File: config.mk
export PLATFORM = sky130hd
export DESIGN_NAME = odo_mac
export DESIGN_NICKNAME = d
export VERILOG_FILES = /design/src/hdl/diff_drive_odometry_defines.svh /design/src/hdl/odo_pkg.sv /design/src/hdl/odo_mac.sv
export SDC_FILE = /design/constraint.sdc
export NUM_CORES = 2
export LEC_CHECK = 0
export BUFFER_PORTS_ARGS = -buffer_cell sky130_fd_sc_hd__buf_2
export CAP_MARGIN = 15
export CORE_MARGIN = 10
export CORE_UTILIZATION = 67
export CTS_CLUSTER_SIZE = 40
export DETAILED_ROUTE_END_ITERATION = 8
export PLACE_DENSITY = 0.85
export SYNTH_ARGS = -nofsm -noshare
export SYNTH_HDL_FRONTEND = slang
export SYNTH_SLANG_ARGS = --single-unit
File: constraint.sdc
create_clock -name clk -period 18.85 [get_ports clk]
set_input_delay 1.885 -clock clk [delete_from_list [all_inputs] [get_ports clk]]
set_output_delay 1.885 -clock clk [all_outputs]
set_load 0.01 [all_outputs]
File: src/hdl/diff_drive_odometry_defines.svh
// Assertion macros shared by the odometry block.
// Each macro expects clk and rst_n to be visible where it is used.
`ifndef DIFF_DRIVE_ODOMETRY_DEFINES_SVH
`define DIFF_DRIVE_ODOMETRY_DEFINES_SVH

// The consequent must hold in the same cycle as the antecedent.
`define ODO_ASSERT_NOW(label, ante, cons, msg) \
    label: assert property (@(posedge clk) disable iff (!rst_n) (ante) |-> (cons)) \
        else $error(msg);

// The consequent must hold in the cycle after the antecedent.
`define ODO_ASSERT_NEXT(label, ante, cons, msg) \
    label: assert property (@(posedge clk) disable iff (!rst_n) (ante) |=> (cons)) \
        else $error(msg);

`endif

File: src/hdl/odo_pkg.sv
// Package for the differential-drive odometry block: widths, codes,
// control structs, the CORDIC arctangent table and a saturating add. No dependencies.
package odo_pkg;

    localparam int ODO_CORDIC_STEPS = 24;

    localparam int DELTA_W   = 16;
    localparam int MPS_W     = 32;
    localparam int GAIN_W    = 40;
    localparam int CFG_W     = 40;
    localparam int CFG_IDX_W = 2;
    localparam int POS_W     = 64;
    localparam int ANG_W     = 32;
    localparam int DIST_W    = DELTA_W + MPS_W + 1;
    localparam int DIFF_W    = DIST_W + 1;
    localparam int SPLIT     = 32;
    localparam int OP_W      = SPLIT + 1;
    localparam int ACC_W     = DIFF_W + GAIN_W;
    localparam int CS_W      = 34;
    localparam int Q_SH      = 30;
    localparam int ATAN_IDX_W = 5;

    localparam logic [ANG_W-1:0] K_Q30 = 32'h26DD3B6A;

    localparam logic [CFG_IDX_W-1:0] REG_LEFT_MPS  = 2'd0;
    localparam logic [CFG_IDX_W-1:0] REG_RIGHT_MPS = 2'd1;
    localparam logic [CFG_IDX_W-1:0] REG_GAIN      = 2'd2;

    localparam logic [1:0] MAC_SH0  = 2'd0;
    localparam logic [1:0] MAC_SH32 = 2'd1;
    localparam logic [1:0] MAC_SH64 = 2'd2;

    typedef struct packed {
        logic       en;
        logic       clear;
        logic [1:0] shift;
    } odo_mac_ctl_t;

    typedef struct packed {
        logic load;
        logic step;
        logic fin;
    } odo_cordic_ctl_t;

    // Rounded arctangent of 2^-i in binary angle units.
    function automatic logic [ANG_W-1:0] odo_atan(input logic [ATAN_IDX_W-1:0] i);
        logic [ANG_W-1:0] r;
        unique case (i)
            5'd0:    r = 32'h20000000;
            5'd1:    r = 32'h12E4051E;
            5'd2:    r = 32'h09FB385B;
            5'd3:    r = 32'h051111D4;
            5'd4:    r = 32'h028B0D43;
            5'd5:    r = 32'h0145D7E1;
            5'd6:    r = 32'h00A2F61E;
            5'd7:    r = 32'h00517C55;
            5'd8:    r = 32'h0028BE53;
            5'd9:    r = 32'h00145F2F;
            5'd10:   r = 32'h000A2F98;
            5'd11:   r = 32'h000517CC;
            5'd12:   r = 32'h00028BE6;
            5'd13:   r = 32'h000145F3;
            5'd14:   r = 32'h0000A2FA;
            5'd15:   r = 32'h0000517D;
            5'd16:   r = 32'h000028BE;
            5'd17:   r = 32'h0000145F;
            5'd18:   r = 32'h00000A30;
            5'd19:   r = 32'h00000518;
            5'd20:   r = 32'h0000028C;
            5'd21:   r = 32'h00000146;
            5'd22:   r = 32'h000000A3;
            5'd23:   r = 32'h00000051;
            5'd24:   r = 32'h00000029;
            5'd25:   r = 32'h00000014;
            5'd26:   r = 32'h0000000A;
            5'd27:   r = 32'h00000005;
            5'd28:   r = 32'h00000003;
            5'd29:   r = 32'h00000001;
            5'd30:   r = 32'h00000001;
            default: r = 32'h00000000;
        endcase
        return r;
    endfunction

    // 64-bit signed add that clips at the signed limits.
    function automatic logic signed [POS_W-1:0] odo_sat_add(
        input logic signed [POS_W-1:0] a,
        input logic signed [POS_W-1:0] b
    );
        logic signed [POS_W:0]   sum;
        logic signed [POS_W-1:0] r;
        sum = {a[POS_W-1], a} + {b[POS_W-1], b};
        if (sum[POS_W] != sum[POS_W-1])
        begin
            r = sum[POS_W] ? {1'b1, {(POS_W-1){1'b0}}} : {1'b0, {(POS_W-1){1'b1}}};
        end
        else
        begin
            r = sum[POS_W-1:0];
        end
        return r;
    endfunction

endpackage

File: src/hdl/odo_mac.sv
// Shared 33x33 signed multiplier with a 90-bit shifted accumulator.
// Depends on odo_pkg for widths, shift codes and the control struct.
module odo_mac
    import odo_pkg::*;
(
    input  logic                   clk,
    input  odo_mac_ctl_t           ctl,
    input  logic signed [OP_W-1:0] op_a,
    input  logic signed [OP_W-1:0] op_b,
    output logic signed [ACC_W-1:0] acc
);

    logic signed [2*OP_W-1:0] prod;
    logic signed [ACC_W-1:0]  prod_ext;
    logic signed [ACC_W-1:0]  addend;
    logic signed [ACC_W-1:0]  acc_reg;
    logic signed [ACC_W-1:0]  acc_next;

    assign prod     = op_a * op_b;
    assign prod_ext = {{(ACC_W-2*OP_W){prod[2*OP_W-1]}}, prod};

    always_comb
    begin
        unique case (ctl.shift)
            MAC_SH0:  addend = prod_ext;
            MAC_SH32: addend = prod_ext <<< SPLIT;
            MAC_SH64: addend = prod_ext <<< (2*SPLIT);
            default:  addend = prod_ext;
        endcase
        acc_next = (ctl.clear ? '0 : acc_reg) + addend;
    end

    always_ff @(posedge clk)
    begin
        if (ctl.en)
        begin
            acc_reg <= acc_next;
        end
    end

    assign acc = acc_reg;

endmodule

; ---- Yosys cells after proc, flatten, opt, wreduce, memory -nomap -nowiden
; Index checks and enable logic that the tools add are counted.
[classes]
n_addsub = 1
mul = 1
div = 0
order_cmp = 0
n_eq_ne = 2
n_shift = 0
n_mux = 2
bitwise = 0
n_reduce_logical = 0
[ops]
columns = op, count
row1 = case mux 90 bit (2 select lines), 1
row2 = adder 90 bit, 1
row3 = 2-to-1 mux 90 bit, 1
row4 = multiplier 33 x 33 -> 66 bit, 1
row5 = "== test 2 x 1 -> 1 bit, second input constant", 1
row6 = "== test 2 bit, second input constant", 1
[totals]
register_bits = 90
latchBits = 0
mem_bits_rw = 0
romBits = 0
in_bits = 71
output_inout_bits = 90
elab_cells = 7
n_memories = 0

; ---- Logic depth before layout (Yosys ltp)
[logic_depth]
word_depth = 3
ltp_mapped = 45
depth_no_buf = 41

; ---- Worst setup path after synthesis
; No wires, ideal clock.
[synth_path]
path_type = in2reg
from = input op_b[6]
to = register acc_reg[89] (netlist: acc[89]), data pin
setup_time_ns = 0.258
arrival_ns = 11.392
required_ns = 18.592
setup_slack_ns = 7.201
cell_stages = 42
n_path_buf = 3
cell_sequence = clkbuf_1 > nand2_1 > inv_1 > fa_1 > inv_1 > fa_1 > inv_1 > fa_1 > fa_1 > inv_1 > fa_1 > inv_1 > fa_1 > fa_1 > inv_1 > fa_1 > inv_1 > ha_1 > [6 not listed] > a21oi_1 > nor2b_2 > o21ai_0 > xnor2_1 > a22o_1 > ha_1 > clkbuf_1 > a2111o_1 > nor2_1 > o21ai_0 > a41o_1 > a21oi_1 > o31ai_1 > nor2_1 > o41ai_1 > a221oi_2 > xnor2_1 > xnor2_1
[synth_via]
elab_chain_len = 3
[synth_lines]
columns = element, line_no
row1 = start: declaration, odo_mac.sv:9  ; input logic signed [OP_W-1:0] op_b,
row2 = multiplier 33 x 33 -> 66 bit, odo_mac.sv:19  ; assign prod = op_a * op_b;
row3 = case mux 90 bit (2 select lines), odo_mac.sv:24  ; unique case (ctl.shift)
row4 = adder 90 bit, odo_mac.sv:30  ; acc_next = (ctl.clear ? '0 : acc_reg) + addend;
row5 = net acc_next[89], odo_mac.sv:17  ; logic signed [ACC_W-1:0] acc_next;
row6 = end signal: assignment, odo_mac.sv:37  ; acc_reg <= acc_next;
row7 = end: declaration, odo_mac.sv:16  ; logic signed [ACC_W-1:0] acc_reg;
; The timed path passes the listed nets, and every way through them passes these cells.
; A chain may end at the register's enable or synchronous reset.

; ---- Worst setup path in the final report
[layout_path]
from = input op_b[6]
to = register acc_reg[84] (netlist: acc[84]), data pin
; Same word-level chain as after synthesis.

==> out/metrics.yaml <==
status: "completed"
syn_inst: 5442
ys.flop_type: "edfxtp_1"
post-cts-setup-buffer-count: 0
final_max_slew_viol_count: 0
clock_latency_ps: 380
fill_cells: 5442
wire_per_inst_um: 20.5
die_h_um: 290
dieArea_um2: 84100
dr.pass1.iters: 7
utilization: 0.697
start_kind: "input pin"
crit_end: "acc[84]"
numClockSinks: 90
crit_fanout: 33
required_ps: 19050
whs_ps: 737
root_buffer: "clkbuf_16"
cts_hold_buf: 0
initial_utilization: 0.680
routed_wl_um: 129000
relSlewSlack: 0.180
rows: 98
fin_crit_sh: 0.689
path_class: "input pin to register"
area_growth_pct: 2.61
num_vias: 37499
synth_area_um2: 48800
fp.dieW_um: 290
max_freq_mhz: 77.0
multi_input_area_um2: 40400
hold_viol_final: 0
drt_iter0_drc: 3106
gp_congestion: 1.07
maxCapViolCount: 0
cts_tree: "yes"
hold_class: "register to register"
synth_top_area_frac: 0.470
critPathLaunch: "op_b[6]"
cts_resized: 0
synthTopCellsByArea: "fa_1 47%, inv_1 9.4%, ha_1 7.9%"
cts_buffer_depth: 2
antenna_left: 0
yosys_warnings: 0
synth_top_cell_by_area: "fa_1"
fin_skew_ps: 14.9
worstPathArrival_ps: 13180
grt_max_degree: 70
worstMarginPinSlew_ps: 1210
cp-end-kind: "register"
h-tree-depth: 3
antenna_found_initial: 2
avgViaCountPerCell: 5.95
io_pins: 161
rrSetupSlack_ps: 14090
cts_made_buffers: 9
tns_ps: 0
r2r_end: "acc[43]"
crit_slowest_cell: "fa_1"
fin_nets: 6867
r2r-start: "acc[8]"
seq_area_um2: 2700
post-place-ws_ps: 5700
rsz0062_at_grt: "false"
timing.final.crit_period_ps: 12980
drive_above_1_share: 0.0400
postLayoutSetupSlackWorst_ps: 5870
yosysSeqAreaShare: 0.0553
drcViolationCount: 0
coreArea_um2: 71900
largest_reg_flops: 90
synth.most_common_cell: "inv_1"
critPathMostFrequentCell: "fa_1"
slowest_delay_ps: 760
synth_edf_count: 90
grt_pass1_wl_um: 212000
grt_pass1_vias: 40706
setup_viol: 0
overflow: 0
synth_area_per_cell_um2: 8.97
cts.clk_slew.worst_paths_ps: 70
synth_common_cells: "1,222 x inv_1, 1,146 x fa_1, 635 x nand2_1"
syn-num-nets: 6967
r2r_cells: 12
synth-seq-cells: 90
grt_util_all_layers: 0.311
async_flop_share: 0
portBuffers: 160
dp_hpwl_um: 108000
netlist-cell-type-count: 80
layout by cell type, fill, tap and decap left out, types with 91 or more instances in the layout:
cell type and count:
o21ai_0 98, ha_1 307, nand2_1 635, fa_1 1146, inv_1 1222, nor2_1 134
buf_2 159, nor2b_1 101, a21oi_1 186, xnor2_1 91, and2_1 584
logic make-up (layout without fill, tap and decap cells):
group	count (synthesis)	after routing	synth area share
AO/OA/AOI/OAI	605	605	0.0824
XOR/XNOR	150	150	0.0269
adder cells (fa/ha/maj)	1454	1454	0.549
buffers and inverters	1504	1409	0.117
flip-flops	90	90	0.0553
multiplexers	2	2	0.000410
other	0	3	0
AND/OR/NAND/NOR	1637	1637	0.170
cell type report:
class                      instances  area share
sequential                        90      0.0539
tap                              950      0.0237
clock buffer                       9     0.00449
timing repair buffer             170      0.0177
clock inverter                     7     0.00135
antenna                            3    0.000150
inverter                        1223      0.0916
multi-input combinational       3848       0.807
critical path, delay by kind of cell:
family                     cells  cell delay (ps)
and+or+nand+nor                4              840
adders and majority gates     10             5160
AOI/OAI and AO/OA             14             3590
buffers and inverters          8             1660
layer usage:
layer  up-vias  wire [um]  track usage
met4         0       6810        0.149
met5         -          0            0
met1     19005      47500        0.390
li1      16141          -            -
met3       463      10700       0.0474
met2      1890      64300        0.525
worst min-delay path by stage:
stage | slack [ps] | cells after the start | to | start
after floorplan | 740 | 2 | acc[0] | acc[0]
after global placement | 690 | 2 | acc[0] | acc[0]
after detailed placement | 720 | 2 | acc[0] | acc[0]
after CTS | 730 | 2 | acc[0] | acc[0]
after global routing | 770 | 2 | acc[0] | acc[0]
final | 740 | 2 | acc[0] | acc[0]
metrics by stage:
| step | cell area (um2) | cells |
|---|---|---|
| after floorplan | 48800 | 5442 |
| after global placement | 49800 | 6280 |
| after detailed placement | 49800 | 6280 |
| after CTS | 50100 | 6296 |
| after global routing | 50100 | 6298 |
| final | 50100 | 6300 |
Power is left out: the tool's default activity adds up to more than one toggle a clock period on the data nets, which glitch-free logic cannot reach.
