$ cat config.mk
export PLATFORM = sky130hd
export DESIGN_NAME = odo_cordic
export DESIGN_NICKNAME = d
export VERILOG_FILES = /design/src/hdl/diff_drive_odometry_defines.svh /design/src/hdl/odo_pkg.sv /design/src/hdl/odo_cordic.sv
export SDC_FILE = /design/constraint.sdc
export NUM_CORES = 1
export LEC_CHECK = 0
export CAP_MARGIN = 15
export CORE_MARGIN = 3
export CORE_UTILIZATION = 60
export CTS_CLUSTER_SIZE = 8
export DETAILED_ROUTE_END_ITERATION = 10
export DONT_BUFFER_PORTS = 1
export PLACE_DENSITY_LB_ADDON = 0.05
export SYNTH_ARGS = -nofsm -noshare
export SYNTH_HDL_FRONTEND = slang
export SYNTH_SLANG_ARGS = --single-unit
$ cat constraint.sdc
create_clock -name clk -period 9.1 [get_ports clk]
set_clock_uncertainty 0.15 [all_clocks]
set_input_delay 0.91 -clock clk [delete_from_list [all_inputs] [get_ports clk]]
set_output_delay 0.91 -clock clk [all_outputs]
set_load 0.05 [all_outputs]
$ cat src/hdl/diff_drive_odometry_defines.svh
// Assertion macros shared by the odometry block.
// Each macro expects clk and rst_n to be visible where it is used.
`ifndef DIFF_DRIVE_ODOMETRY_DEFINES_SVH
`define DIFF_DRIVE_ODOMETRY_DEFINES_SVH

// The consequent must hold in the same cycle as the antecedent.
`define ODO_ASSERT_NOW(label, ante, cons, msg) \
    label: assert property (@(posedge clk) disable iff (!rst_n) (ante) |-> (cons)) \
        else $error(msg);

// The consequent must hold in the cycle after the antecedent.
`define ODO_ASSERT_NEXT(label, ante, cons, msg) \
    label: assert property (@(posedge clk) disable iff (!rst_n) (ante) |=> (cons)) \
        else $error(msg);

`endif

$ cat src/hdl/odo_pkg.sv
// Package for the differential-drive odometry block: widths, codes,
// control structs, the CORDIC arctangent table and a saturating add. No dependencies.
package odo_pkg;

    localparam int ODO_CORDIC_STEPS = 24;

    localparam int DELTA_W   = 16;
    localparam int MPS_W     = 32;
    localparam int GAIN_W    = 40;
    localparam int CFG_W     = 40;
    localparam int CFG_IDX_W = 2;
    localparam int POS_W     = 64;
    localparam int ANG_W     = 32;
    localparam int DIST_W    = DELTA_W + MPS_W + 1;
    localparam int DIFF_W    = DIST_W + 1;
    localparam int SPLIT     = 32;
    localparam int OP_W      = SPLIT + 1;
    localparam int ACC_W     = DIFF_W + GAIN_W;
    localparam int CS_W      = 34;
    localparam int Q_SH      = 30;
    localparam int ATAN_IDX_W = 5;

    localparam logic [ANG_W-1:0] K_Q30 = 32'h26DD3B6A;

    localparam logic [CFG_IDX_W-1:0] REG_LEFT_MPS  = 2'd0;
    localparam logic [CFG_IDX_W-1:0] REG_RIGHT_MPS = 2'd1;
    localparam logic [CFG_IDX_W-1:0] REG_GAIN      = 2'd2;

    localparam logic [1:0] MAC_SH0  = 2'd0;
    localparam logic [1:0] MAC_SH32 = 2'd1;
    localparam logic [1:0] MAC_SH64 = 2'd2;

    typedef struct packed {
        logic       en;
        logic       clear;
        logic [1:0] shift;
    } odo_mac_ctl_t;

    typedef struct packed {
        logic load;
        logic step;
        logic fin;
    } odo_cordic_ctl_t;

    // Rounded arctangent of 2^-i in binary angle units.
    function automatic logic [ANG_W-1:0] odo_atan(input logic [ATAN_IDX_W-1:0] i);
        logic [ANG_W-1:0] r;
        unique case (i)
            5'd0:    r = 32'h20000000;
            5'd1:    r = 32'h12E4051E;
            5'd2:    r = 32'h09FB385B;
            5'd3:    r = 32'h051111D4;
            5'd4:    r = 32'h028B0D43;
            5'd5:    r = 32'h0145D7E1;
            5'd6:    r = 32'h00A2F61E;
            5'd7:    r = 32'h00517C55;
            5'd8:    r = 32'h0028BE53;
            5'd9:    r = 32'h00145F2F;
            5'd10:   r = 32'h000A2F98;
            5'd11:   r = 32'h000517CC;
            5'd12:   r = 32'h00028BE6;
            5'd13:   r = 32'h000145F3;
            5'd14:   r = 32'h0000A2FA;
            5'd15:   r = 32'h0000517D;
            5'd16:   r = 32'h000028BE;
            5'd17:   r = 32'h0000145F;
            5'd18:   r = 32'h00000A30;
            5'd19:   r = 32'h00000518;
            5'd20:   r = 32'h0000028C;
            5'd21:   r = 32'h00000146;
            5'd22:   r = 32'h000000A3;
            5'd23:   r = 32'h00000051;
            5'd24:   r = 32'h00000029;
            5'd25:   r = 32'h00000014;
            5'd26:   r = 32'h0000000A;
            5'd27:   r = 32'h00000005;
            5'd28:   r = 32'h00000003;
            5'd29:   r = 32'h00000001;
            5'd30:   r = 32'h00000001;
            default: r = 32'h00000000;
        endcase
        return r;
    endfunction

    // 64-bit signed add that clips at the signed limits.
    function automatic logic signed [POS_W-1:0] odo_sat_add(
        input logic signed [POS_W-1:0] a,
        input logic signed [POS_W-1:0] b
    );
        logic signed [POS_W:0]   sum;
        logic signed [POS_W-1:0] r;
        sum = {a[POS_W-1], a} + {b[POS_W-1], b};
        if (sum[POS_W] != sum[POS_W-1])
        begin
            r = sum[POS_W] ? {1'b1, {(POS_W-1){1'b0}}} : {1'b0, {(POS_W-1){1'b1}}};
        end
        else
        begin
            r = sum[POS_W-1:0];
        end
        return r;
    endfunction

endpackage

$ cat src/hdl/odo_cordic.sv
// Iterative rotation-mode CORDIC: one micro-rotation per step command.
// Depends on odo_pkg for widths, the gain constant and the arctangent table.
module odo_cordic
    import odo_pkg::*;
(
    input  logic                   clk,
    input  odo_cordic_ctl_t        ctl,
    input  logic [ANG_W-1:0]       ang,
    input  logic [ATAN_IDX_W-1:0]  idx,
    output logic signed [OP_W-1:0] cos_q,
    output logic signed [OP_W-1:0] sin_q
);

    logic signed [CS_W-1:0] x_reg, x_next;
    logic signed [CS_W-1:0] y_reg, y_next;
    logic signed [CS_W-1:0] z_reg, z_next;
    logic                   flip_reg, flip_next;
    logic signed [CS_W-1:0] xs;
    logic signed [CS_W-1:0] ys;
    logic signed [CS_W-1:0] atan_ext;
    logic [ANG_W-1:0]       ang_fold;

    assign xs       = x_reg >>> idx;
    assign ys       = y_reg >>> idx;
    assign atan_ext = {{(CS_W-ANG_W){1'b0}}, odo_atan(idx)};

    // Angles in the left half plane are turned by half a turn first; the
    // results are negated at the end to compensate.
    assign ang_fold = {ang[ANG_W-1] ^ (ang[ANG_W-1] ^ ang[ANG_W-2]), ang[ANG_W-2:0]};

    always_comb
    begin
        x_next    = x_reg;
        y_next    = y_reg;
        z_next    = z_reg;
        flip_next = flip_reg;
        if (ctl.load)
        begin
            flip_next = ang[ANG_W-1] ^ ang[ANG_W-2];
            z_next    = {{(CS_W-ANG_W){ang_fold[ANG_W-1]}}, ang_fold};
            x_next    = {{(CS_W-ANG_W){1'b0}}, K_Q30};
            y_next    = '0;
        end
        else if (ctl.step)
        begin
            if (!z_reg[CS_W-1])
            begin
                x_next = x_reg - ys;
                y_next = y_reg + xs;
                z_next = z_reg - atan_ext;
            end
            else
            begin
                x_next = x_reg + ys;
                y_next = y_reg - xs;
                z_next = z_reg + atan_ext;
            end
        end
        else if (ctl.fin)
        begin
            if (flip_reg)
            begin
                x_next = -x_reg;
                y_next = -y_reg;
            end
        end
    end

    always_ff @(posedge clk)
    begin
        x_reg    <= x_next;
        y_reg    <= y_next;
        z_reg    <= z_next;
        flip_reg <= flip_next;
    end

    assign cos_q = x_reg[OP_W-1:0];
    assign sin_q = y_reg[OP_W-1:0];

endmodule

Yosys cells after proc, flatten, opt, wreduce, memory -nomap -nowiden
Memories as Yosys holds them, arrays and structs flattened.
Cells that the tools add are included.
{"block": "classes", "shifts": 2, "n_lt_le_gt_ge": 0, "eq_ne": 0, "reduce_logical": 4, "bitwise": 2, "n_mul": 0, "n_addsub": 8, "n_div": 0, "mux": 11}
{"operator": "34-bit two-way mux", "n": 11}
{"operator": "34-bit adder", "n": 2}
{"operator": "34-bit negator", "n": 2}
{"operator": "34-bit by 5-bit >>> shifter with 34-bit output", "n": 2}
{"operator": "34-bit subtractor", "n": 2}
{"operator": "34-bit by 33-bit adder with 34-bit output", "n": 1}
{"operator": "34-bit by 33-bit subtractor with 34-bit output", "n": 1}
{"operator": "2-bit nonzero test", "n": 3}
{"operator": "2-bit AND reduction", "n": 1}
{"operator": "1-bit XOR", "n": 2}
{"block": "word_totals", "mem_count": 1, "ram_bits": 0, "out_inout_bits": 66, "elab_cells": 32, "inputBits": 41, "mem_bits_ro": 960, "reg_bits": 103, "latch_bits": 0}
{"name": "(no name shown)", "words": 32, "width": 30, "rd": 1, "rd_clocked_by_memory_dff": 0, "wr": 0, "line": "odo_pkg.sv:48", "rtl": "unique case (i)"}

Logic depth before layout (Yosys ltp)
An unclocked memory read counts as a cell.
{"block": "depth", "ltp_word": 5, "mapped_depth": 28, "mapped_depth_nobuf": 22}

Worst setup path before layout
No wires, ideal clock.
{"block": "synth_timing", "path_kind": "input-to-reg", "start": "input idx[1]", "end": "register z_reg[33], data pin", "path_buffers": 7, "slack_ps": 2004, "required_ps": 8677, "stages": 27, "setup_time_ps": 273, "arrival_time_ps": 6674, "cell_sequence": "buf_2 -> clkinv_1 -> buf_2 -> buf_2 -> clkbuf_1 -> ha_1 -> clkbuf_1 -> nor2b_1 -> nor3_1 -> a311o_1 -> nand2b_1 -> or4_1 -> nor3b_1 -> or2_2 -> buf_2 -> xnor2_1 -> ha_1 -> clkbuf_1 -> a211o_1 -> o221ai_1 -> a22o_1 -> o31ai_1 -> nand4_1 -> a21boi_0 -> nand3_1 -> nand3_1 -> o311ai_1"}
{"block": "synth_between", "elab_chain_len": 5, "elab_cells_between_ends": 6, "classes_between": "2 x add/sub; 3 x mux; 1 x memory"}
{"element": "start: declaration", "line": "odo_cordic.sv:9", "rtl": "input logic [ATAN_IDX_W-1:0] idx,"}
{"element": "memory read 32 x 30 bit (*)"}
{"element": "34-bit by 33-bit subtractor with 34-bit output / 34-bit by 33-bit adder with 34-bit output (equally long branches)", "line": "odo_cordic.sv:50, odo_cordic.sv:56"}
{"element": "34-bit two-way mux (*)", "line": "odo_cordic.sv:46", "rtl": "if (!z_reg[CS_W-1])"}
{"element": "34-bit two-way mux (*)", "line": "odo_cordic.sv:44", "rtl": "else if (ctl.step)"}
{"element": "34-bit two-way mux (*)", "line": "odo_cordic.sv:37", "rtl": "if (ctl.load)"}
{"element": "net z_next[33]", "line": "odo_cordic.sv:16", "rtl": "logic signed [CS_W-1:0] z_reg, z_next;"}
{"element": "end signal: assignment", "line": "odo_cordic.sv:73", "rtl": "z_reg <= z_next;"}
{"element": "end: declaration", "line": "odo_cordic.sv:16"}
The timed path passes the listed nets; every way through them passes the cells marked *. The select of a mux whose other input is x is not followed.
A chain may end at the register's enable or synchronous reset.

Final worst setup path
{"block": "layout_timing", "start": "register x_reg[29]", "end": "register y_reg[32]"}
{"block": "layout_between", "elab_chain_len": 4, "elab_cells_between_ends": 5, "classes_between": "2 x add/sub; 1 x shift; 2 x mux"}
{"element": "start: declaration", "line": "odo_cordic.sv:14", "rtl": "logic signed [CS_W-1:0] x_reg, x_next;"}
{"element": "start signal: assignment", "line": "odo_cordic.sv:71", "rtl": "x_reg <= x_next;"}
{"element": "34-bit by 5-bit >>> shifter with 34-bit output (*)", "line": "odo_cordic.sv:23", "rtl": "assign xs = x_reg >>> idx;"}
{"element": "34-bit adder / 34-bit subtractor (equally long branches)", "line": "odo_cordic.sv:49, odo_cordic.sv:55"}
{"element": "34-bit two-way mux (*)", "line": "odo_cordic.sv:46"}
{"element": "34-bit two-way mux (*)", "line": "odo_cordic.sv:44"}
{"element": "end signal: assignment", "line": "odo_cordic.sv:72", "rtl": "y_reg <= y_next;"}
{"element": "end: declaration", "line": "odo_cordic.sv:15", "rtl": "logic signed [CS_W-1:0] y_reg, y_next;"}
Mark *: on every way between the ends. The rest lies on a longest branch, timed or not.

==> metrics.md <==
| Metric | Value |
|---|---|
| GR Layer Usage met2 | `59.7%` |
| Final Hold Fails | `0` |
| EDFF count, synth | `35` |
| GRT met1 Usage | `48.3%` |
| Max-slew headroom | `28.9%` |
| CTS tree | `done` |
| Max-cap violations | `0` |
| CTS buffer count | `9` |
| Vias per cell | `7.06` |
| Post-synth top area share | `7.68%` |
| Fillers | `2795` |
| Clock Latency Late Sink | `0.39 ns` |
| Crit path DAT | `7.17 ns` |
| Count of final setup violators | `0` |
| Critical Path Source | `x_reg[29]$_SDFFE_PP1P_` |
| Fin crit period | `7.04 ns` |
| Post-synthesis cell area | `18600 sq um` |
| WHS Path Cells | `1` |
| Antenna violations before repair | `0` |
| Final total power | `7.32 mW` |
| Antenna Nets Post-Route | `0` |
| DRT Wirelength | `62800 um` |
| Die width | `182 um` |
| FFs w/ async S/R, synth | `0%` |
| R2R setup slack | `2.06 ns` |
| Worst-path clk slew | `0.07 ns` |
| Initial core utilization | `61.7%` |
| Slew Limit Fails | `0` |
| Post-layout util | `60.3%` |
| Met3 Track Usage GR | `6.09%` |
| Synth Flop Type | `dfxtp_1` |
| # DRC | `0` |
| Max Clk Rate | `142 MHz` |
| Synth top area cells | `ha_1 (7.7%), dfxtp_1 (7.3%), mux4_2 (6.5%)` |
| Synth Register Bits | `103` |
| NumNets Final | `2319` |
| Die height | `182 um` |
| Final WS setup | `2.06 ns` |
| Critical Path Fanout Max | `10` |
| Most crowded layer after global routing | `met2` |
| Reg2reg end | `y_reg[32]$_SDFFE_PP0P_` |
| Leakage | `7.24 nW` |
| Pwr dens | `403 nW/um^2` |
| Hold_sp | `ctl[2]` |
| Core Footprint | `30100 sq um` |
| Mapped Nets | `2519` |
| Area of the die | `33100 sq um` |
| Drt wl/cell | `24.6 um` |
| Kind of critical path | `flop to flop` |
| Vias post-DR | `18053` |
| Mean Syn Cell Area | `7.87 sq um` |
| H-Tree Depth | `3` |
| WHS | `0.447 ns` |
| Worst Reg2Reg Path Length in Cells | `20` |
| IO buf count | `0` |
| Min-Delay Path Class | `primary input to flop` |
| Endpoint of the worst hold path | `x_reg[31]$_SDFFE_PP0P_` |
| Worst slack, placed | `1.93 ns` |
| Worst path required time | `9.23 ns` |
| Worst vdd ir | `0.235 mV` |
| Worst-Margin Slew | `1.07 ns` |
| Yosys warns | `0` |
| Area leader, netlist | `ha_1` |
| Clk buf depth | `2` |
| RSZ-0062 raised after global routing | `no` |
| Setup bufs post-CTS | `0` |
| Setup TNS | `0 ns` |
| Post-synthesis sequential area ratio | `13.0%` |
| Sinks on Clock Net | `103` |
| Worst setup EP type | `flop` |
| Status | `complete, no violations` |
| Vias in the first global route | `17111` |
| # diodes | `0` |
| Period utilisation layout | `77.3%` |
| Pin count of the biggest net entering global routing | `130` |
| Hold-fix buffers at CTS | `0` |
| Share of cells above drive strength 1 | `7.89%` |
| Iter 0 DRT Violations | `2157` |
| CTS resizes | `0` |
| Final Wtd Congestion | `1.04` |
| Reg2Reg Launch Point | `x_reg[29]$_SDFFE_PP1P_` |
| Num rows | `63` |
| DPL Wire Length | `45700 um` |
| CTS root buf | `clkbuf_16` |
| TritonRoute pass-1 iters | `8` |
| Netlist cell types | `97` |
| Gr ovfl total | `0` |
| Gr usage total | `37.2%` |
| Mapped Cells | `2361` |
| Critical path launch point type | `flop` |
| First-pass GRT wire length | `98600 um` |
| # IOs | `107` |
| Area growth syn-to-layout | `-2.23%` |
per-layer routing:
layer,up-vias,routed length [um]
met5,-,0
met4,0,3560
met2,964,28500
li1,8320,-
met1,8578,24900
met3,191,5800
layout by cell type (no fill, tap or decap), types with 20 or more instances in the layout:
master and count:
and3_1 23, nand2_1 180, mux4_2 54, nand2b_1 33, o31ai_1 26, buf_4 35
o211ai_1 20, mux2i_1 68, nor2_1 209, o21ai_0 154, nand3_1 47, a211oi_1 50
inv_1 63, ha_1 114, mux2_2 44, xnor2_1 115, mux4_1 21, edfxtp_1 35
a21oi_1 199, a31oi_1 38, nor3_1 36, a21o_1 39, dfxtp_1 68, xor2_1 116
a22oi_1 25, nor2b_1 31, o21bai_1 22
metrics by stage:
stage	area, sq um	instances
2_1_floorplan	18600	2361
3_5_place_dp	17900	2540
6_report	18200	2556
3_3_place_gp	17900	2540
5_1_grt	18200	2556
4_1_cts	18200	2556
cell usage after synthesis (31+ instances only):
library cell,count
nand2_1,180
edfxtp_1,35
nor3_1,36
xnor2_1,115
xor2_1,116
nor2_1,209
mux4_2,54
a21o_1,39
o21ai_0,154
nor2b_1,31
nand2b_1,33
a211oi_1,50
a21oi_1,199
mux2i_1,68
buf_4,72
mux2_2,44
clkbuf_1,104
nand3_1,47
inv_1,63
a31oi_1,38
ha_1,114
dfxtp_1,68
area by class of cell:
cell class | instances | area (sq um) | share of cell area, %
sequential | 103 | 2410 | 13.3
clock inverter | 6 | 36.3 | 0.200
inverter | 68 | 255 | 1.41
timing repair buffer | 35 | 263 | 1.45
clock buffer | 10 | 229 | 1.26
tap | 390 | 488 | 2.69
multi-input combinational | 1944 | 14500 | 79.7
report_power, final:
group / total, mW / internal (mW) / switching (mW) / leakage (nW)
sequential: 1.43 / 0.715 / 0.710 / 0.928
combinational: 5.50 / 2.35 / 3.16 / 6.18
clock: 0.390 / 0.185 / 0.205 / 0.134
how the worst max path moves through the flow:
stage / end / slack, ns / cells past startpoint
floorplan: z_reg[33]$_DFFE_PP_ / 2.00 / 27
global placement: z_reg[30]$_DFFE_PP_ / 1.99 / 21
detailed placement: z_reg[30]$_DFFE_PP_ / 1.93 / 21
CTS: y_reg[32]$_SDFFE_PP0P_ / 2.14 / 20
global route: y_reg[32]$_SDFFE_PP0P_ / 1.43 / 21
finish: y_reg[32]$_SDFFE_PP0P_ / 2.06 / 20
logic make-up after synthesis:
| kind of cell | Yosys count | synth area share (%) |
|---|---|---|
| AO/OA/AOI/OAI | 727 | 25.3 |
| XOR/XNOR | 232 | 11.0 |
| adder cells (fa/ha/maj) | 117 | 8.00 |
| buffers and inverters | 314 | 9.07 |
| flip-flops | 103 | 13.0 |
| multiplexers | 188 | 15.9 |
| AND/OR/NAND/NOR | 680 | 17.7 |
worst max-delay path, cell delays in order (launching register included):
cell and delay [ns]:
dfxtp_1 0.65, mux4_1 0.71, mux2i_1 0.35, mux2i_1 0.21, a221oi_1 0.59, and2_1 0.24
and3b_1 0.25, nor3b_1 0.43, nor2_1 0.10, xor2_1 0.16, ha_1 0.35, a2111oi_0 0.43
o21a_1 0.20, inv_1 0.04, o31ai_1 0.49, a211oi_1 0.21, o221ai_1 0.44, o31a_1 0.27
o221ai_1 0.15, a2111o_1 0.42, o311ai_0 0.09
No activity file was read; power rests on OpenSTA's default activity.
